==> src/hdl/kcr_pkg.sv <==
// Package with shared constants, register indexes and command types of the key chord remapper.
`default_nettype none
package kcr_pkg;

   localparam int unsigned CODE_W = 10;
   localparam int unsigned TYPE_W = 5;
   localparam int unsigned THR_W  = 7;
   localparam int unsigned CNT_W  = 8;
   localparam int unsigned REP_W  = 2;

   // Held-back modifier presses, and the most presses flushed ahead of a release.
   localparam logic [REP_W-1:0] PENDING_MAX = 2'd2;
   localparam logic [REP_W-1:0] FLUSH_MAX   = 2'd2;

   localparam logic [TYPE_W-1:0] DEFAULT_TYPE = 5'd1;

   localparam int unsigned QUEUE_DEPTH = 2;
   localparam int unsigned QPTR_W      = $clog2(QUEUE_DEPTH);
   localparam int unsigned QCNT_W      = $clog2(QUEUE_DEPTH + 1);

   typedef enum logic [2:0] {
      REG_MODIFIER   = 3'd0,
      REG_VOL_DOWN   = 3'd1,
      REG_VOL_UP     = 3'd2,
      REG_POWER      = 3'd3,
      REG_ALT_DOWN   = 3'd4,
      REG_ALT_UP     = 3'd5,
      REG_ALT_POWER  = 3'd6,
      REG_RESTART    = 3'd7
   } csr_index_type;

   // One classified request: rep presses of code, then one final result.
   typedef struct packed {
      logic [CODE_W-1:0] code;
      logic [TYPE_W-1:0] evt;
      logic [REP_W-1:0]  rep;
      logic              final_value;
      logic              final_restart;
   } cmd_type;

   typedef struct packed {
      logic    valid;
      cmd_type cmd;
   } queue_head_type;

endpackage
`default_nettype wire

==> src/hdl/kcr_req_if.sv <==
// Request channel interface: key report with valid/ready handshake.
`default_nettype none
interface kcr_req_if;
   logic                         valid;
   logic                         ready;
   logic [kcr_pkg::CODE_W-1:0]   key_code;
   logic [kcr_pkg::TYPE_W-1:0]   event_type;
   logic                         pressed;

   modport source (output valid, key_code, event_type, pressed, input ready);
   modport sink   (input valid, key_code, event_type, pressed, output ready);
endinterface
`default_nettype wire

==> src/hdl/kcr_rsp_if.sv <==
// Response channel interface: emitted key event with valid/ready handshake.
`default_nettype none
interface kcr_rsp_if;
   logic                         valid;
   logic                         ready;
   logic [kcr_pkg::CODE_W-1:0]   out_code;
   logic [kcr_pkg::TYPE_W-1:0]   out_type;
   logic                         out_value;
   logic                         restart_request;
   logic                         last;

   modport source (output valid, out_code, out_type, out_value, restart_request, last,
                   input ready);
   modport sink   (input valid, out_code, out_type, out_value, restart_request, last,
                   output ready);
endinterface
`default_nettype wire

==> src/hdl/kcr_front.sv <==
// Front end: configuration registers, key classification and chord/counter state.
`default_nettype none
module kcr_front (
   input  wire logic                          clock,
   input  wire logic                          reset,
   kcr_req_if.sink                            req_chan,
   input  wire logic                          csr_write_enable,
   input  wire logic [2:0]                    csr_index,
   input  wire logic [kcr_pkg::CODE_W-1:0]    csr_write_data,
   input  wire logic                          push_ready,
   output logic                               push_valid,
   output kcr_pkg::cmd_type                   push_cmd
);

   logic [kcr_pkg::CODE_W-1:0] mod_code_ff, dn_code_ff, up_code_ff, pw_code_ff;
   logic [kcr_pkg::CODE_W-1:0] alt_dn_ff, alt_up_ff, alt_pw_ff;
   logic [kcr_pkg::THR_W-1:0]  thr_ff;

   logic [kcr_pkg::REP_W-1:0]  pending_ff, pending_in;
   logic                       chord_ff, chord_in;
   logic signed [kcr_pkg::CNT_W-1:0] down_cnt_ff, down_cnt_in;
   logic signed [kcr_pkg::CNT_W-1:0] pwr_cnt_ff, pwr_cnt_in;

   logic                       accept;
   logic                       is_mod, is_dn, is_up, is_pw;
   logic [kcr_pkg::TYPE_W-1:0] evt;
   logic signed [kcr_pkg::CNT_W-1:0] thr_s;

   assign req_chan.ready = push_ready;
   assign accept = req_chan.valid && push_ready;

   always_ff @(posedge clock) begin
      if (reset) begin
         mod_code_ff <= 10'd158;
         dn_code_ff  <= 10'd102;
         up_code_ff  <= 10'd108;
         pw_code_ff  <= 10'd139;
         alt_dn_ff   <= 10'd114;
         alt_up_ff   <= 10'd115;
         alt_pw_ff   <= 10'd217;
         thr_ff      <= 7'd10;
      end else if (csr_write_enable) begin
         case (kcr_pkg::csr_index_type'(csr_index))
            kcr_pkg::REG_MODIFIER:  mod_code_ff <= csr_write_data;
            kcr_pkg::REG_VOL_DOWN:  dn_code_ff  <= csr_write_data;
            kcr_pkg::REG_VOL_UP:    up_code_ff  <= csr_write_data;
            kcr_pkg::REG_POWER:     pw_code_ff  <= csr_write_data;
            kcr_pkg::REG_ALT_DOWN:  alt_dn_ff   <= csr_write_data;
            kcr_pkg::REG_ALT_UP:    alt_up_ff   <= csr_write_data;
            kcr_pkg::REG_ALT_POWER: alt_pw_ff   <= csr_write_data;
            kcr_pkg::REG_RESTART:   thr_ff      <= csr_write_data[kcr_pkg::THR_W-1:0];
            default: ;
         endcase
      end
   end

   // First match wins: modifier, volume down, volume up, power.
   assign is_mod = (req_chan.key_code == mod_code_ff);
   assign is_dn  = !is_mod && (req_chan.key_code == dn_code_ff);
   assign is_up  = !is_mod && !is_dn && (req_chan.key_code == up_code_ff);
   assign is_pw  = !is_mod && !is_dn && !is_up && (req_chan.key_code == pw_code_ff);
   assign evt    = (req_chan.event_type == '0) ? kcr_pkg::DEFAULT_TYPE : req_chan.event_type;
   assign thr_s  = $signed({1'b0, thr_ff});

   always_comb begin
      pending_in  = pending_ff;
      chord_in    = chord_ff;
      down_cnt_in = down_cnt_ff;
      pwr_cnt_in  = pwr_cnt_ff;
      push_valid  = accept;
      push_cmd.code          = req_chan.key_code;
      push_cmd.evt           = evt;
      push_cmd.rep           = '0;
      push_cmd.final_value   = req_chan.pressed;
      push_cmd.final_restart = 1'b0;

      if (is_mod) begin
         if (req_chan.pressed) begin
            if (pending_ff < kcr_pkg::PENDING_MAX) begin
               pending_in = pending_ff + 2'd1;
               push_valid = 1'b0;
            end else if (chord_ff) begin
               push_valid = 1'b0;
            end
         end else if (chord_ff) begin
            pending_in = '0;
            chord_in   = 1'b0;
            push_valid = 1'b0;
         end else begin
            // Flush the held-back presses ahead of the release.
            push_cmd.rep = (pending_ff > kcr_pkg::FLUSH_MAX) ? kcr_pkg::FLUSH_MAX : pending_ff;
            pending_in   = '0;
         end
      end else if (is_dn || is_up || is_pw) begin
         if (is_up) begin
            down_cnt_in = '0;
            pwr_cnt_in  = '0;
         end else if (req_chan.pressed) begin
            if (is_dn) begin
               if (down_cnt_ff != 8'sd127) down_cnt_in = down_cnt_ff + 8'sd1;
            end else begin
               if (pwr_cnt_ff != 8'sd127) pwr_cnt_in = pwr_cnt_ff + 8'sd1;
            end
            if ((down_cnt_in > thr_s) && (pwr_cnt_in > thr_s)) begin
               push_cmd.final_restart = 1'b1;
               down_cnt_in = '0;
               pwr_cnt_in  = '0;
            end
         end else begin
            if (is_dn) begin
               if (down_cnt_ff != -8'sd128) down_cnt_in = down_cnt_ff - 8'sd1;
            end else begin
               if (pwr_cnt_ff != -8'sd128) pwr_cnt_in = pwr_cnt_ff - 8'sd1;
            end
         end

         if ((pending_ff != '0) || chord_ff) begin
            push_cmd.code = is_dn ? alt_dn_ff : (is_up ? alt_up_ff : alt_pw_ff);
            if (req_chan.pressed) chord_in = 1'b1;
         end else begin
            chord_in = 1'b0;
         end
      end
   end

   always_ff @(posedge clock) begin
      if (reset) begin
         pending_ff  <= '0;
         chord_ff    <= 1'b0;
         down_cnt_ff <= '0;
         pwr_cnt_ff  <= '0;
      end else if (accept) begin
         pending_ff  <= pending_in;
         chord_ff    <= chord_in;
         down_cnt_ff <= down_cnt_in;
         pwr_cnt_ff  <= pwr_cnt_in;
      end
   end

endmodule
`default_nettype wire

==> src/hdl/kcr_queue.sv <==
// Short command queue between the front end and the result sequencer.
`default_nettype none
module kcr_queue (
   input  wire logic                 clock,
   input  wire logic                 reset,
   input  wire logic                 push_valid,
   input  wire kcr_pkg::cmd_type     push_cmd,
   output logic                      push_ready,
   input  wire logic                 pop,
   output kcr_pkg::queue_head_type   head
);

   kcr_pkg::cmd_type entries_ff [kcr_pkg::QUEUE_DEPTH];
   logic [kcr_pkg::QPTR_W-1:0] wr_ptr_ff, wr_ptr_in, rd_ptr_ff, rd_ptr_in;
   logic [kcr_pkg::QCNT_W-1:0] count_ff, count_in;
   logic do_push, do_pop;

   assign push_ready = (count_ff != kcr_pkg::QCNT_W'(kcr_pkg::QUEUE_DEPTH));
   assign do_push    = push_valid && push_ready;
   assign do_pop     = pop && (count_ff != '0);
   assign head.valid = (count_ff != '0);
   assign head.cmd   = entries_ff[rd_ptr_ff];

   always_comb begin
      wr_ptr_in = do_push ? wr_ptr_ff + 1'b1 : wr_ptr_ff;
      rd_ptr_in = do_pop  ? rd_ptr_ff + 1'b1 : rd_ptr_ff;
      count_in  = count_ff;
      if (do_push && !do_pop) count_in = count_ff + 1'b1;
      else if (!do_push && do_pop) count_in = count_ff - 1'b1;
   end

   always_ff @(posedge clock) begin
      if (do_push) entries_ff[wr_ptr_ff] <= push_cmd;
   end

   always_ff @(posedge clock) begin
      if (reset) begin
         wr_ptr_ff <= '0;
         rd_ptr_ff <= '0;
         count_ff  <= '0;
      end else begin
         wr_ptr_ff <= wr_ptr_in;
         rd_ptr_ff <= rd_ptr_in;
         count_ff  <= count_in;
      end
   end

endmodule
`default_nettype wire

==> src/hdl/kcr_back.sv <==
// Back end: expands one queued command into its results in the output register, one per cycle unless it stalls.
`default_nettype none
module kcr_back (
   input  wire logic                    clock,
   input  wire logic                    reset,
   input  wire kcr_pkg::queue_head_type head,
   output logic                         pop,
   kcr_rsp_if.source                    rsp_chan
);

   logic [kcr_pkg::REP_W-1:0]  step_ff, step_in;
   logic                       valid_ff, valid_in;
   logic [kcr_pkg::CODE_W-1:0] code_ff;
   logic [kcr_pkg::TYPE_W-1:0] type_ff;
   logic                       value_ff, restart_ff, last_ff;
   logic                       load, fire, is_final;

   assign load     = !valid_ff || rsp_chan.ready;
   assign fire     = load && head.valid;
   assign is_final = (step_ff == head.cmd.rep);
   assign pop      = fire && is_final;

   always_comb begin
      valid_in = load ? head.valid : valid_ff;
      step_in  = step_ff;
      if (fire) step_in = is_final ? '0 : step_ff + 2'd1;
   end

   always_ff @(posedge clock) begin
      if (reset) begin
         valid_ff <= 1'b0;
         step_ff  <= '0;
      end else begin
         valid_ff <= valid_in;
         step_ff  <= step_in;
      end
   end

   // Flushed presses come first, then the final result carrying last.
   always_ff @(posedge clock) begin
      if (fire) begin
         code_ff    <= head.cmd.code;
         type_ff    <= head.cmd.evt;
         value_ff   <= is_final ? head.cmd.final_value : 1'b1;
         restart_ff <= is_final && head.cmd.final_restart;
         last_ff    <= is_final;
      end
   end

   assign rsp_chan.valid           = valid_ff;
   assign rsp_chan.out_code        = code_ff;
   assign rsp_chan.out_type        = type_ff;
   assign rsp_chan.out_value       = value_ff;
   assign rsp_chan.restart_request = restart_ff;
   assign rsp_chan.last            = last_ff;

endmodule
`default_nettype wire

==> src/hdl/key_chord_remap_and_reset_combo.sv <==
// The first response of a request is registered in the queue, then in the output register.
// Throughput, while the output is ready: one request per cycle while each yields at most one
// response; a modifier release that flushes held-back presses yields up to three responses,
// one per cycle, set by the response sequencer. A two-entry queue decouples request and response
// sides. Reset (synchronous, active high) restores register defaults and clears all key state.
`default_nettype none
module key_chord_remap_and_reset_combo (
   input  wire logic                        clock,
   input  wire logic                        reset,
   kcr_req_if.sink                          req_chan,
   kcr_rsp_if.source                        rsp_chan,
   input  wire logic                        csr_write_enable,
   input  wire logic [2:0]                  csr_index,
   input  wire logic [kcr_pkg::CODE_W-1:0]  csr_write_data
);

   // The front end accepts a request whenever the queue has room. It classifies the
   // key, updates the pending presses, the chord flag and the two restart counters,
   // and turns the request into one command: a number of flushed modifier presses
   // followed by one final response. Requests that produce no response (held-back modifier
   // presses, a press on a full store in a chord, a release after a chord) never reach the queue.
   logic             push_valid;
   logic             push_ready;
   kcr_pkg::cmd_type push_cmd;

   // The back end pops a command as its final response is loaded into the output
   // register; a stalled output blocks the front only once the queue is full.
   logic                     pop;
   kcr_pkg::queue_head_type  head;

   kcr_front u_front (
      .clock            (clock),
      .reset            (reset),
      .req_chan         (req_chan),
      .csr_write_enable (csr_write_enable),
      .csr_index        (csr_index),
      .csr_write_data   (csr_write_data),
      .push_ready       (push_ready),
      .push_valid       (push_valid),
      .push_cmd         (push_cmd)
   );

   kcr_queue u_queue (
      .clock      (clock),
      .reset      (reset),
      .push_valid (push_valid),
      .push_cmd   (push_cmd),
      .push_ready (push_ready),
      .pop        (pop),
      .head       (head)
   );

   kcr_back u_back (
      .clock    (clock),
      .reset    (reset),
      .head     (head),
      .pop      (pop),
      .rsp_chan (rsp_chan)
   );

endmodule
`default_nettype wire

==> src/flat_wrapper.sv <==
// flat-port wrapper written by rule: the top's interface ports become plain ports
module key_chord_remap_and_reset_combo_flat 
  (clock, reset, csr_write_enable, csr_index, csr_write_data, req_chan_valid, req_chan_key_code, req_chan_event_type, req_chan_pressed, req_chan_ready, rsp_chan_valid, rsp_chan_out_code, rsp_chan_out_type, rsp_chan_out_value, rsp_chan_restart_request, rsp_chan_last, rsp_chan_ready);
  kcr_req_if req_chan_i ();
  kcr_rsp_if rsp_chan_i ();
  input  wire logic clock;
  input  wire logic reset;
  input  wire logic csr_write_enable;
  input  wire logic [2:0] csr_index;
  input  wire logic [kcr_pkg::CODE_W-1:0] csr_write_data;
  input wire logic [$bits(req_chan_i.valid)-1:0] req_chan_valid;
  input wire logic [$bits(req_chan_i.key_code)-1:0] req_chan_key_code;
  input wire logic [$bits(req_chan_i.event_type)-1:0] req_chan_event_type;
  input wire logic [$bits(req_chan_i.pressed)-1:0] req_chan_pressed;
  output wire logic [$bits(req_chan_i.ready)-1:0] req_chan_ready;
  output wire logic [$bits(rsp_chan_i.valid)-1:0] rsp_chan_valid;
  output wire logic [$bits(rsp_chan_i.out_code)-1:0] rsp_chan_out_code;
  output wire logic [$bits(rsp_chan_i.out_type)-1:0] rsp_chan_out_type;
  output wire logic [$bits(rsp_chan_i.out_value)-1:0] rsp_chan_out_value;
  output wire logic [$bits(rsp_chan_i.restart_request)-1:0] rsp_chan_restart_request;
  output wire logic [$bits(rsp_chan_i.last)-1:0] rsp_chan_last;
  input wire logic [$bits(rsp_chan_i.ready)-1:0] rsp_chan_ready;
  assign req_chan_i.valid = req_chan_valid;
  assign req_chan_i.key_code = req_chan_key_code;
  assign req_chan_i.event_type = req_chan_event_type;
  assign req_chan_i.pressed = req_chan_pressed;
  assign req_chan_ready = req_chan_i.ready;
  assign rsp_chan_valid = rsp_chan_i.valid;
  assign rsp_chan_out_code = rsp_chan_i.out_code;
  assign rsp_chan_out_type = rsp_chan_i.out_type;
  assign rsp_chan_out_value = rsp_chan_i.out_value;
  assign rsp_chan_restart_request = rsp_chan_i.restart_request;
  assign rsp_chan_last = rsp_chan_i.last;
  assign rsp_chan_i.ready = rsp_chan_ready;
  key_chord_remap_and_reset_combo u_core (.clock(clock), .reset(reset), .req_chan(req_chan_i), .rsp_chan(rsp_chan_i), .csr_write_enable(csr_write_enable), .csr_index(csr_index), .csr_write_data(csr_write_data));
endmodule
==> config.mk <==
export PLATFORM = sky130hd
export DESIGN_NAME = key_chord_remap_and_reset_combo_flat
export DESIGN_NICKNAME = d
export VERILOG_FILES = /design/src/hdl/kcr_pkg.sv /design/src/hdl/kcr_req_if.sv /design/src/hdl/kcr_rsp_if.sv /design/src/hdl/kcr_front.sv /design/src/hdl/kcr_queue.sv /design/src/hdl/kcr_back.sv /design/src/hdl/key_chord_remap_and_reset_combo.sv /design/src/flat_wrapper.sv
export SDC_FILE = /design/constraint.sdc
export NUM_CORES = 1
export LEC_CHECK = 0
export BUFFER_PORTS_ARGS = -buffer_cell sky130_fd_sc_hd__buf_2
export CAP_MARGIN = 20
export CORE_MARGIN = 1
export CORE_UTILIZATION = 45
export DETAILED_ROUTE_END_ITERATION = 8
export PLACE_DENSITY_LB_ADDON = 0.3
export SLEW_MARGIN = 10
export SYNTH_ARGS = -nofsm -noshare
export SYNTH_HDL_FRONTEND = slang
export SYNTH_HIERARCHICAL = 1
export SYNTH_SLANG_ARGS = --single-unit
==> constraint.sdc <==
create_clock -name clock -period 10.1 [get_ports clock]
set_input_delay 2.02 -clock clock [delete_from_list [all_inputs] [get_ports clock]]
set_output_delay 2.02 -clock clock [all_outputs]
set_load 0.03 [all_outputs]
* After elaboration in Yosys (flattened, before gate mapping) *
Memories as Yosys holds them, arrays and structs flattened. A register that Yosys moved wholly into a read port is not among the register bits.
Cells that the tools add are included.

word-level totals
  memories kept = 1
  register bits = 121
  bits in writable memories = 38
  output and inout port bits = 20

operators by class
  $lt $le $gt $ge = 4
  add/subtract/negate cells = 10
  equality and inequality tests = 21
  reduce and logical (&&, ||, !) cells = 45
  bitwise operators = 1
  mux-type cells = 55

memory list
  name                       words  width  read ports  clocked after memory_dff  write ports  line             RTL
  u_core.u_queue.entries_ff  2      19     1           1                         1            kcr_queue.sv:13  kcr_pkg::cmd_type entries_ff [kcr_pkg::QUEUE_DEPTH];

operators by type and width
  cell                   count
  $mux W8                22
  $mux W10               5
  $eq A10 B10 Y1         4
  $ne A8 B8 Y1 const B   4
  $mux W1                18
  $mux W2                9
  $add A8 B2 Y8 const B  2
  $gt A8 B8 Y1           2
  $reduce_and A2 Y1      8
  $sub A8 B2 Y8 const B  2
  $logic_and A1 B1 Y1    14
  $eq A3 B3 Y1 const B   4
  $reduce_and A5 Y1      2
  $reduce_bool A3 Y1     3
  $reduce_bool A2 Y1     4
  $add A2 B1 Y2 const B  3
  $eq A3 B2 Y1 const B   2
  $logic_not A1 Y1       6
  $logic_not A5 Y1       1
  $mux W5                1
  $logic_or A1 B1 Y1     4
  $ne A2 B2 Y1 const B   2
  $reduce_and A4 Y1      1
  $eq A3 B1 Y1 const B   1
  11 further kinds       12

* Depth between registers and ports, before layout *
  depth after elaboration = 19
  depth in mapped cells = 17

* Cells and area by module *
The synthesis kept the hierarchy.

modules (own cells, without submodules)
  module     times used  cells an instance  seq. area each (um^2)  area each (um^2)
  kcr_front  1           723                1921.8                 5794.3
  kcr_queue  1           83                 1241.2                 1590.3
  kcr_back   1           42                 600.6                  745.7

* Worst setup path after synthesis *
OpenSTA, ideal clock, no wires.

  path kind = input port to flip-flop
  start = in req_chan_key_code[3]
  end = reg u_core/u_front/pwr_cnt_ff[2] (netlist name)
  library setup time = 0.074 ns
  setup slack = 4.780 ns
  path buffers = 1
  data arrival time = 5.246 ns
  required time = 10.026 ns
  stages = 15
  path through = buf_2 -> xor2_1 -> nor4_4 -> nand3_2 -> nor3_2 -> nand4_1 -> xnor2_1 -> ha_1 -> a21oi_1 -> a21boi_0 -> o41ai_1 -> nor4_4 -> a211oi_2 -> nand3b_1 -> a31oi_1

between the ends
  cells in the longest elaborated chain, start to end = 13
  elaborated cells on any way between the ends = 34
  classes of those cells = order compare (2); eq/ne (5); mux (13); bitwise (1); reduce/logical (13)

RTL lines
  item                    line                                               RTL
  start: declaration      flat_wrapper.sv:12                                 input wire logic [$bits(req_chan_i.key_code)-1:0] req_chan_key_code;
  $eq A10 B10 Y1          kcr_front.sv:58                                    assign is_mod = (req_chan.key_code == mod_code_ff);
  $logic_not A1 Y1        kcr_front.sv:59, kcr_front.sv:60, kcr_front.sv:61
  $logic_and A1 B1 Y1     kcr_front.sv:59                                    assign is_dn = !is_mod && (req_chan.key_code == dn_code_ff);
  $mux W8                 kcr_front.sv:99                                    if (is_dn) begin
  $mux W8                 kcr_front.sv:98                                    end else if (req_chan.pressed) begin
  $mux W8                 kcr_front.sv:95                                    if (is_up) begin
  $mux W8                 kcr_front.sv:94                                    end else if (is_dn || is_up || is_pw) begin
  $mux W8                 kcr_front.sv:77                                    if (is_mod) begin
  $gt A8 B8 Y1            kcr_front.sv:104                                   if ((down_cnt_in > thr_s) && (pwr_cnt_in > thr_s)) begin
  $logic_and A1 B1 Y1     kcr_front.sv:104
  $mux W8                 kcr_front.sv:104
  $mux W8                 kcr_front.sv:98
  $mux W8                 kcr_front.sv:95
  end signal: assignment  kcr_front.sv:136                                   pwr_cnt_ff <= pwr_cnt_in;
  end: declaration        kcr_front.sv:22                                    logic signed [kcr_pkg::CNT_W-1:0] pwr_cnt_ff, pwr_cnt_in;

Several ways; a longest one is shown, not always the timed one. The select of a mux whose other input is x is not followed.
A chain may end at the register's enable or synchronous reset.

* Worst setup path after layout *
  start = in req_chan_key_code[5]
  end = reg u_core/u_front/pwr_cnt_ff[6] (netlist name)

Same word-level chain as after synthesis.

==> flow_results.org <==
** Route
- WL per Instance :: 17.18 µm
- Total number of vias :: 6085
- Number of vias per cell after detailed routing :: 5.512
- Once detail routing completed, the nets flagged for antenna violations numbered 0.
- Iteration-0 DRC count of the detailed router :: roughly 540
- The first TritonRoute pass finished after 5 iterations.
- For this run, design rule violations remaining after detail routing come to 0.
- Total wire length after detailed routing :: around 19000 µm

** Placement
- At the end of routability-driven placement, the weighted congestion stood at 0.8312.
- DP Wirelength :: 12860 µm
- Instance count after placement with tap cells included :: around 1100
- Prior to clock tree synthesis, the placed netlist has a worst setup slack of 3.839 ns.
- Buffers placed on the I/O ports in this run total 53.
- Area of placed instances :: 8434 µm²

** Timing
- Actual slew at the worst max-slew pin :: 1.131 ns
- Setup repair after global routing left no endpoint under its margin.
- Rel. slew slack :: 24.61%
- The max-slew violation count is 0.
- The clock period could shrink to 5.851 ns.
- The worst path meets setup with 4.249 ns of slack.
- Setup violations remaining at the end of the flow were counted as 0.
- Number of hold violations in the final report :: 0
- Final period utilization :: 57.93%
- Highest achievable clock rate :: 170.9 MHz
- Clock skew after layout :: 0.01159 ns
- Adding up every negative setup slack in the final design gives 0 ns.

** Synthesis
- Of the post-synthesis cell area, the dominant cell type holds approximately 26%.
- Library cell with the largest summed area after synthesis :: dfxtp_1
- Area of the mapped netlist :: between 8000 and 9000 µm²
- The number of nets in the synthesized netlist is ~910.
- In the synthesized netlist the async set-or-reset flop fraction comes to 0%.
- Sequential cells were found to cover 46.29% of the synthesized design area.
- Top post-synthesis cells by area :: dfxtp_1, edfxtp_1, nand2_1
- In this run, synthesis produced a sequential element count of 160.
- A synthesized cell averages 9.588 µm².
- In the synthesized netlist the dominant register cell turns out to be dfxtp_1.
- Count of yosys warnings during synthesis :: 6
- Number of enable-type register cells in the synthesized netlist :: 56
- The netlist uses 69 different library cells.
- Synthesis produced a netlist whose cell count is 848.

** Setup path
- Data on the critical path is required at its endpoint by 10.36 ns.
- Reg-to-reg endpoint :: u_core/u_front/pwr_cnt_ff[6]
- In this run the worst setup path begins at req_chan_key_code[5].
- Of all nets on the critical path, the largest fanout is 26.
- The worst register-to-register path has a depth of 14.
- Setup crit end :: u_core/u_front/pwr_cnt_ff[6]
- Nature of the critical path startpoint :: primary input
- The setup path with the least slack is of type in -> reg.
- Endpoint type of the worst setup path :: flop
- The startpoint identified for the worst register-to-register timing path is u_core/u_front/mod_code_ff[5].
- The setup check on the worst reg-to-reg path leaves a slack of approximately 5.7 ns.
- Data on the critical path arrives at its endpoint at 6.11 ns.

** Power and ir drop
- Overall power of the completed layout :: 1.716 mW
- For this design the ratio of total power to cell area is 189.9 nW/µm².
- For this design the static power due to leakage is 3.337 nW.
- The worst-case IR drop observed on VDD is 0.1644 mV.

** Clock network
- Clock tree synthesis found a total of 160 sinks.
- The clock tree synthesis step divided the H-tree into 4 levels.
- Inserted Clock Buffers :: 17
- After clock tree synthesis, the flow added hold-fix buffers numbering 0.
- The tree is rooted in a clkbuf_16.
- Clock-pin slew was measured on the worst setup and hold paths at 0.06 ns.
- Worst-skew pair later-pin latency :: 0.43 ns
- Deepest clock path buffer count :: 2
- Post-CTS timing repair inserted 0 buffers for setup.
- CTS tree :: done
- Gates resized during post-CTS repair numbered 0.

** Global routing
- After global routing the overflow that remains totals 0.
- M2 GR Usage :: 32.21%
- Peak-usage layer in the global routing report :: met2
- The first global-routing pass estimated 29920 µm of wire.
- Maximum number of pins on one net before global-route repair :: 108
- Met3 usage in global routing :: 3.840%
- Number of antenna violations at the first check in global routing :: 0
- Vias in the first global route :: 5584
- Across every metal layer, demand over resource in global routing totals 21.27%.
- Routing usage on met1 :: 31.01%

** Die
- Core Area :: between 15000 and 20000 µm²
- Once the floorplan was initialized, standard cells occupied 46.52% of the core.
- X dimension of the die :: between 100 and 150 µm
- 54 I/O pins were placed.
- Die Outline Area :: roughly 19000 µm²
- The die is between 100 and 150 µm tall.
- Row count :: between 40 and 50

** Hold path
- The tightest min-delay check is of the reg -> reg type.
- Along the worst hold path, the cell count comes to 2.

** Cells and area
- Non-Filler Instances :: between 1000 and 1500
- Of the cells placed in the final design, the portion with a size suffix greater than 1 is 16.50%.
- Compared with the post-synthesis result, the final layout area differs by 11.13%.
- # nets final :: slightly above 900
- The finished cells cover about 9000 µm².
- Filler Cell Count :: around 1600
- Number of antenna cells inserted :: 0

** Job
- Maximum Capacitance Violations :: 0

** Status
- Outcome :: finished, final reports clean
==> power breakdown <==
group | leakage [nW] | internal (mW) | switching [mW] | total, mW
logic | 1.69 | 0.0944 | 0.188 | 0.283
registers | 1.37 | 0.760 | 0.0315 | 0.791
clock network | 0.282 | 0.368 | 0.273 | 0.641
==> synthesized netlist by cell type, types with 18 or more instances <==
master      n
o21ai_0    21
a21oi_1    68
edfxtp_1   56
clkbuf_1   36
nor2_1     67
dfxtp_1   104
a211o_1    18
inv_1      26
xnor2_1    18
mux2_2     32
mux2i_1    28
nand2_1   113
nor2b_1    19
xor2_1     38
nand3b_1   22
ha_1       23
==> logic make-up (layout without fill, tap and decap cells) <==
family | Yosys count | in the layout | share of synthesized area [%]
AO/OA/AOI/OAI | 145 | 145 | 11.28
XOR/XNOR | 56 | 56 | 6.033
adder cells (fa/ha/maj) | 23 | 23 | 3.540
buffers and inverters | 86 | 117 | 4.617
flip-flops | 160 | 160 | 46.29
multiplexers | 60 | 60 | 7.879
AND/OR/NAND/NOR | 318 | 318 | 20.36
==> worst min-delay path by stage <==
stage | from | end
after floorplan | u_core/u_front/thr_ff[2] | u_core/u_front/thr_ff[2]
after global placement | u_core/u_front/alt_dn_ff[2] | u_core/u_front/alt_dn_ff[2]
after detailed placement | u_core/u_front/alt_dn_ff[0] | u_core/u_front/alt_dn_ff[0]
after CTS | u_core/u_front/alt_dn_ff[0] | u_core/u_front/alt_dn_ff[0]
after global routing | u_core/u_front/thr_ff[6] | u_core/u_front/thr_ff[6]
final | u_core/u_front/thr_ff[2] | u_core/u_front/thr_ff[2]
==> metrics by stage <==
stage / util, % / hold slack (ns)
floorplan: - / 0.4363
global placement: 48.26 / 0.4431
detailed placement: 48.26 / 0.4469
CTS: 51.63 / 0.4557
global route: 51.70 / 0.4790
finish: 51.70 / 0.4545
==> layout make-up <==
| cell class | count | area, µm² | area share (%) |
|---|---|---|---|
| flip-flops and latches | 160 | 3764 | 41.66 |
| multi-input cells | 602 | 3996 | 44.23 |
| well taps | 225 | 281.5 | 3.116 |
| clock inverters | 14 | 158.9 | 1.759 |
| inverters | 26 | 97.59 | 1.080 |
| clock buffers | 18 | 429.2 | 4.750 |
| repair buffers | 59 | 307.8 | 3.407 |
==> metal layers <==
metal / wire length, µm / up-vias
met5: 0 / -
met4: 172 / 0
met3: 954 / 17
met2: 8510 / 159
met1: 9325 / 2900
li1: - / 3009
==> worst max-delay path, cell delays in order <==
cell and delay (ns):
buf_2 0.15, xor2_1 0.16, nor4_2 0.33, nand4_1 0.30, nand2_1 0.71, nor3b_1 0.43
xor2_1 0.19, ha_1 0.26, and4_1 0.20, a41oi_1 0.20, o41ai_1 0.14, nor4_4 0.43
a21oi_2 0.15, a221oi_2 0.35, a2111oi_2 0.08
==> cell usage in the layout, fill, tap and decap left out, drive strengths merged, types with 18 or more instances in the layout <==
| cell | instances |
|---|---|
| xnor2 | 18 |
| mux2 | 32 |
| buf | 59 |
| nand3b | 22 |
| edfxtp | 56 |
| inv | 29 |
| xor2 | 38 |
| a21oi | 70 |
| ha | 23 |
| nand2 | 113 |
| dfxtp | 104 |
| clkbuf | 18 |
| nor2b | 19 |
| a211o | 18 |
| o21ai | 23 |
| nor2 | 68 |
| mux2i | 28 |
==> state kept, by name, indices dropped and copies added (netlist names), 10 cells and up, named ones only <==
signal	flops
u_core/u_front/alt_pw_ff	10
u_core/u_front/pw_code_ff	10
u_core/u_queue/entries_ff	38
u_core/u_back/rsp_chan.out_code	10
u_core/u_front/dn_code_ff	10
u_core/u_front/alt_dn_ff	10
u_core/u_front/up_code_ff	10
u_core/u_front/alt_up_ff	10
u_core/u_front/mod_code_ff	10
Power figures use the tool's default switching activity.
